### config.mk
export PLATFORM = sky130hd
export DESIGN_NAME = slvn_hash
export DESIGN_NICKNAME = d
export VERILOG_FILES = /design/src/hdl/slvn_pkg.sv /design/src/hdl/slvn_hash.sv
export SDC_FILE = /design/constraint.sdc
export NUM_CORES = 2
export LEC_CHECK = 0
export ABC_AREA = 1
export ABC_CLOCK_PERIOD_IN_PS = 6100
export BUFFER_PORTS_ARGS = -buffer_cell sky130_fd_sc_hd__buf_2
export CAP_MARGIN = 10
export CORE_ASPECT_RATIO = 0.5
export CORE_MARGIN = 4
export CORE_UTILIZATION = 55
export DETAILED_ROUTE_END_ITERATION = 8
export PLACE_DENSITY = 0.74
export SETUP_SLACK_MARGIN = 0.3
export SLEW_MARGIN = 0
export SYNTH_ARGS = -nofsm -noshare
export SYNTH_HDL_FRONTEND = slang
export SYNTH_SLANG_ARGS = --single-unit
### constraint.sdc
create_clock -name clk -period 6.1 [get_ports clk]
set_clock_uncertainty 0.05 [all_clocks]
set_input_delay 0.305 -clock clk [delete_from_list [all_inputs] [get_ports clk]]
set_output_delay 0.305 -clock clk [all_outputs]
set_load 0.02 [all_outputs]
### src/hdl/slvn_pkg.sv
// ----------------------------------------------------------------------------
// slvn_pkg
// Shared constants and types for the smoothed lattice value noise block.
// ----------------------------------------------------------------------------
package slvn_pkg;

  // integer noise hash constants, all arithmetic mod 2^32
  localparam logic [31:0] HASH_Z_MUL  = 32'd57;
  localparam int unsigned HASH_SHIFT  = 13;
  localparam logic [31:0] HASH_C1     = 32'd15731;
  localparam logic [31:0] HASH_C2     = 32'd3263443;
  localparam logic [31:0] HASH_C3     = 32'd1376312589;

  // value of a point is 2^31 - h, in units of 2^-31
  localparam logic [31:0] VALUE_ONE   = 32'h8000_0000;

  // lattice points per item: four corners, four sides, one centre
  localparam int unsigned NUM_POINTS  = 9;
  localparam int unsigned IDX_CENTRE  = 8;

  // result width and range
  localparam int unsigned SUM_W       = 36;
  localparam int unsigned PART_W      = 34;
  localparam logic [SUM_W-1:0] SUM_MIN = 36'd16;
  localparam logic [SUM_W-1:0] SUM_MAX = 36'h8_0000_0000;

  // load enables for the four hash pipeline stages
  typedef struct packed {
    logic s1;
    logic s2;
    logic s3;
    logic s4;
  } hash_en_t;

endpackage

### src/hdl/slvn_hash.sv
// ----------------------------------------------------------------------------
// slvn_hash
// Four-stage pipelined integer noise hash of one lattice point.
// ----------------------------------------------------------------------------
module slvn_hash (
  input  logic              clk,
  input  slvn_pkg::hash_en_t en,
  input  logic [31:0]       px,
  input  logic [31:0]       pz,
  output logic [30:0]       hash
);
  import slvn_pkg::*;

  logic [31:0] lin;
  logic [31:0] n_nxt;
  logic [31:0] n1_r, n2_r, n3_r;
  logic [31:0] sq_nxt, sq_r;
  logic [31:0] poly_nxt, poly_r;
  logic [31:0] full_nxt;
  logic [30:0] hash_r;

  // stage 1: linear combination and shift-xor mix
  assign lin   = px + pz * HASH_Z_MUL;
  assign n_nxt = lin ^ (lin << HASH_SHIFT);

  // stage 2: square
  assign sq_nxt = n1_r * n1_r;

  // stage 3: inner polynomial
  assign poly_nxt = sq_r * HASH_C1 + HASH_C2;

  // stage 4: outer product, offset and mask to 31 bits
  assign full_nxt = n3_r * poly_r + HASH_C3;

  always_ff @(posedge clk) begin
    if (en.s1) begin
      n1_r <= n_nxt;
    end
    if (en.s2) begin
      n2_r <= n1_r;
      sq_r <= sq_nxt;
    end
    if (en.s3) begin
      n3_r   <= n2_r;
      poly_r <= poly_nxt;
    end
    if (en.s4) begin
      hash_r <= full_nxt[30:0];
    end
  end

  assign hash = hash_r;

endmodule

# Word level (Yosys, flattened, before mapping)
# Cells that the tools add are included.
# op_classes
n_mul,4
addsub,3
bitwise,1
# op_table
op,count
$add 32x22->32 const B,1
$add 32x32->32,1
$mul 32x14->32 const B,1
$mul 32x32->31,1
$mul 32x32->32,1
$mul 32x6->32 const B,1
$xor 32x32->32,1
$add 31x31->31 const B,1
# totals
word_cells,14
register_bits,191
inputBits,69
output_inout_bits,31

# Longest topological paths before layout
# logic_depth
word_depth,3
ltp_mapped,35
ltp_nobuf,33

# Worst setup path before layout
# OpenSTA, ideal clock, no wires.
# synth_timing
kind,register -> register
startpoint,register n1_r[2]
endpoint,"register sq_r[28], data pin"
path_stages_with_launch,24
path_buffers,2
arrival_time_ps,6399
period_less_slack_ps,6708
setup_ps,259
t_required_ps,5791
slack_ps,-608
cell_sequence,edfxtp_1 > clkbuf_1 > buf_1 > nand2_1 > fa_1 > inv_1 > fa_1 > inv_1 > fa_1 > fa_1 > inv_1 > fa_1 > inv_1 > fa_1 > inv_1 > fa_1 > fa_1 > ha_1 > a21oi_1 > o21ai_0 > o21bai_1 > a221oi_1 > nand2_1 > xor2_1
# synth_between
elab_chain_len,1
# synth_rtl
element,line,source
"start, declared",slvn_hash.sv:16,"logic [31:0] n1_r, n2_r, n3_r;"
"start signal, assigned",slvn_hash.sv:37,n1_r <= n_nxt;
$mul 32x32->32,slvn_hash.sv:27,assign sq_nxt = n1_r * n1_r;
via sq_nxt[28],slvn_hash.sv:17,"logic [31:0] sq_nxt, sq_r;"
"end signal, assigned",slvn_hash.sv:41,sq_r <= sq_nxt;
"end, declared",slvn_hash.sv:17,
# The timed path passes the listed nets, and every way through them passes these cells.
# A chain may end at the register's enable or synchronous reset.

# Worst setup path in the final report
# layout_timing
startpoint,register n3_r[10]
endpoint,"register hash_r[22] (netlist: hash[22]), data pin"
# layout_between
elab_chain_len,2
# layout_rtl
element,line,source
"start, declared",slvn_hash.sv:16,
"start signal, assigned",slvn_hash.sv:44,n3_r <= n2_r;
$mul 32x32->31,slvn_hash.sv:33,assign full_nxt = n3_r * poly_r + HASH_C3;
$add 31x31->31,slvn_hash.sv:33,
via full_nxt[22],slvn_hash.sv:19,logic [31:0] full_nxt;
"end signal, assigned",slvn_hash.sv:48,hash_r <= full_nxt[30:0];
"end, declared",slvn_hash.sv:20,logic [30:0] hash_r;
# The timed path passes the listed nets, and every way through them passes these cells.

==> flow_metrics.tcl <==
set metrics [dict create \
    area.growth.synth_to_final_pct 21.9 \
    wl_per_cell_um 18.1 \
    cp-endpoint "hash[22]" \
    fin_crit_sh 1.11 \
    r2r_setup_slack_ns -0.66 \
    cts_tree "built" \
    synth_warnings 0 \
    slew_violations 0 \
    core_um2 82100 \
    cts_made_buffers 17 \
    final_cell_area_um2 55900 \
    synth_area_um2 45800 \
    clkLatencyLatePin_ns 0.49 \
    ys_ff_latch 184 \
    clk_pin_slew_ns 0.07 \
    viasPerCell 5.14 \
    numClockSinks 184 \
    place_inst 6739 \
    die_w_um 416 \
    placedInstanceArea_um2 51700 \
    timing.rr.end "hash[22]" \
    drv_cap 0 \
    netlist-cell-type-count 46 \
    min_period_ns 6.76 \
    fp-row-count 74 \
    routed_wl_mm 125 \
    syn-instance-count 5222 \
    clockBufferDepth 2 \
    worstSetupPathType "flip-flop to flip-flop" \
    path_common_cell "fa_1" \
    startpoint_type "flip-flop" \
    worstHoldPathType "primary input to flip-flop" \
    dieHeight_um 212 \
    reg2reg_from "n3_r[10]" \
    critPathMaxFanout 8 \
    status "finished with violations" \
    initial_core_util 0.558 \
    crit_required_ns 6.28 \
    post-place-ws_ns -0.827 \
    final_util 0.680 \
    rsz0062_at_grt "true" \
    antenna_found_initial 0 \
    drive_above_1_share 0.206 \
    tightest_slew_ns 0.911 \
    grt_use_total 0.287 \
    grt_pass1_wl_mm 199 \
    drt_pre_antenna_iters 7 \
    rr_worst_depth 25 \
    arrival_ns 6.94 \
    grt_pass1_vias 38800 \
    place_hpwl_mm 101 \
    setup_viol 42 \
    gp_congestion 0.982 \
    end_kind "flip-flop" \
    yosys-top-cells-area "fa_1 42%, inv_1 14%, edfxtp_1 12%, ha_1 12%, nand2_1 9.0%" \
    ant_nets 0 \
    yosys.area.top_type_share 0.424 \
    syn_area_per_cell_um2 8.78 \
    final.setup.worst_slack_ns -0.659 \
    crit_path_top_delay_cell "fa_1" \
    seqCellArea_um2 5530 \
    cp.buffers_inverters 10 \
    vias 35600 \
    violations "setup timing" \
    grt_max_degree 63 \
    cp.depth 25 \
    fin_cells 6934 \
    drc_errors 0 \
    hold_buffers 0 \
    slew_headroom 0.393 \
    final_nets 7291 \
    synth_top_area_cell "fa_1" \
    htreeDepth 4 \
    max_freq_mhz 148 \
    fillers 6027 \
    synth-seq-area-share 0.121 \
    crit_path_max_incr_delay_ns 0.54 \
    ioPinCount 100 \
    fp.dieArea_um2 88300 \
    hold_viol_final 0 \
    drt_iter0_drc 2669 \
    multi_input_area_um2 35600 \
    cp_top_family "adder cells" \
    io_buffers 97 \
    grt.overflow.total 0 \
    critPathLaunch "n3_r[10]" \
    clock-root-buffer "clkbuf_16" \
]
-- sequential cells by signal, indices dropped and copies added (netlist names) --
name and cells:
hash 31, n1_r 31, n2_r 31, n3_r 31, poly_r 31, sq_r 29
-- per-layer routing --
| metal | wire length (um) | track usage | part of all wire | up-vias |
|---|---|---|---|---|
| met2 | 60900 | 0.496 | 0.49 | 1244 |
| met4 | 3700 | 0.0770 | 0.030 | 0 |
| met5 | 0 | 0 | 0 | - |
| met1 | 51900 | 0.386 | 0.41 | 18000 |
| met3 | 8810 | 0.0413 | 0.070 | 227 |
| li1 | - | - | - | 16200 |
-- synthesized netlist by cell type, drive strengths merged --
cell type  number
ha            432
o211ai          3
nor2           83
nand2        1107
a221o           1
o221ai          1
edfxtp        184
a21o           15
conb            2
a211oi          2
fa            970
a21oi         128
clkbuf         92
nand3          84
a221oi          5
nand4          15
xnor2          71
xor2          113
a31oi           7
nand3b         16
o21a            5
inv          1697
o21bai         14
a21boi          3
buf            53
o211a           1
nor4            9
o31ai           4
o21ai          80
nand2b          1
or2             7
a31o            2
nor3           15
-- stage by stage --
step	hold slack, ns	setup TNS (ns)
6_report	0.193	-17.84
5_1_grt	0.165	-24.24
4_1_cts	0.155	-13.00
3_5_place_dp	0.356	-17.91
3_3_place_gp	0.353	-14.43
2_1_floorplan	0.350	-1.55
-- repair_timing --
item                                    in CTS  in global routing
pin swaps                                  200                160
endpoints found under the setup margin      45                 47
resized for setup                          315                223
gates cloned                                 4                  4
setup buffers                               91                 65
-- cells in the final DEF, fill, tap and decap left out, drive strengths merged, types with 16 or more instances in the layout --
master,Yosys,routed
clkbuf,92,21
xor2,113,113
xnor2,71,71
buf,53,717
o21ai,80,80
ha,432,432
inv,1697,1701
edfxtp,184,184
nor2,83,83
nand2,1107,1107
nand3,84,84
a21oi,128,128
nand3b,16,16
fa,970,970
-- layout make-up --
type	instances	area share
clock inverter	13	0.00345
tap	1102	0.0247
timing repair buffer	722	0.114
inverter	1697	0.114
clock buffer	17	0.00761
sequential	184	0.0989
multi-input combinational	3198	0.637
antenna	1	0.0000448
-- cell families (layout without fill, tap and decap cells) --
kind of cell               count (synthesis)  count (layout)  synth area share
and+or+nand+nor                         1337            1337             0.116
AOI/OAI and AO/OA                        271             271            0.0346
DFF                                      184             184             0.121
adders and majority gates               1402            1402             0.542
xor gates and xnor gates                 184             184            0.0355
buffers and inverters                   1842            2449             0.152
other                                      2               5          0.000164
-- worst min path at each step --
stage	from	endpoint	cells past startpoint
finish	px[0]	n1_r[0]	2
CTS	px[0]	n1_r[0]	2
global route	px[0]	n1_r[0]	2
global placement	n2_r[29]	n3_r[29]	0
floorplan	n2_r[10]	n3_r[10]	0
detailed placement	n2_r[5]	n3_r[5]	0
Power is left out: the tool's default activity adds up to more than one toggle a clock period on the data nets, which glitch-free logic cannot reach.
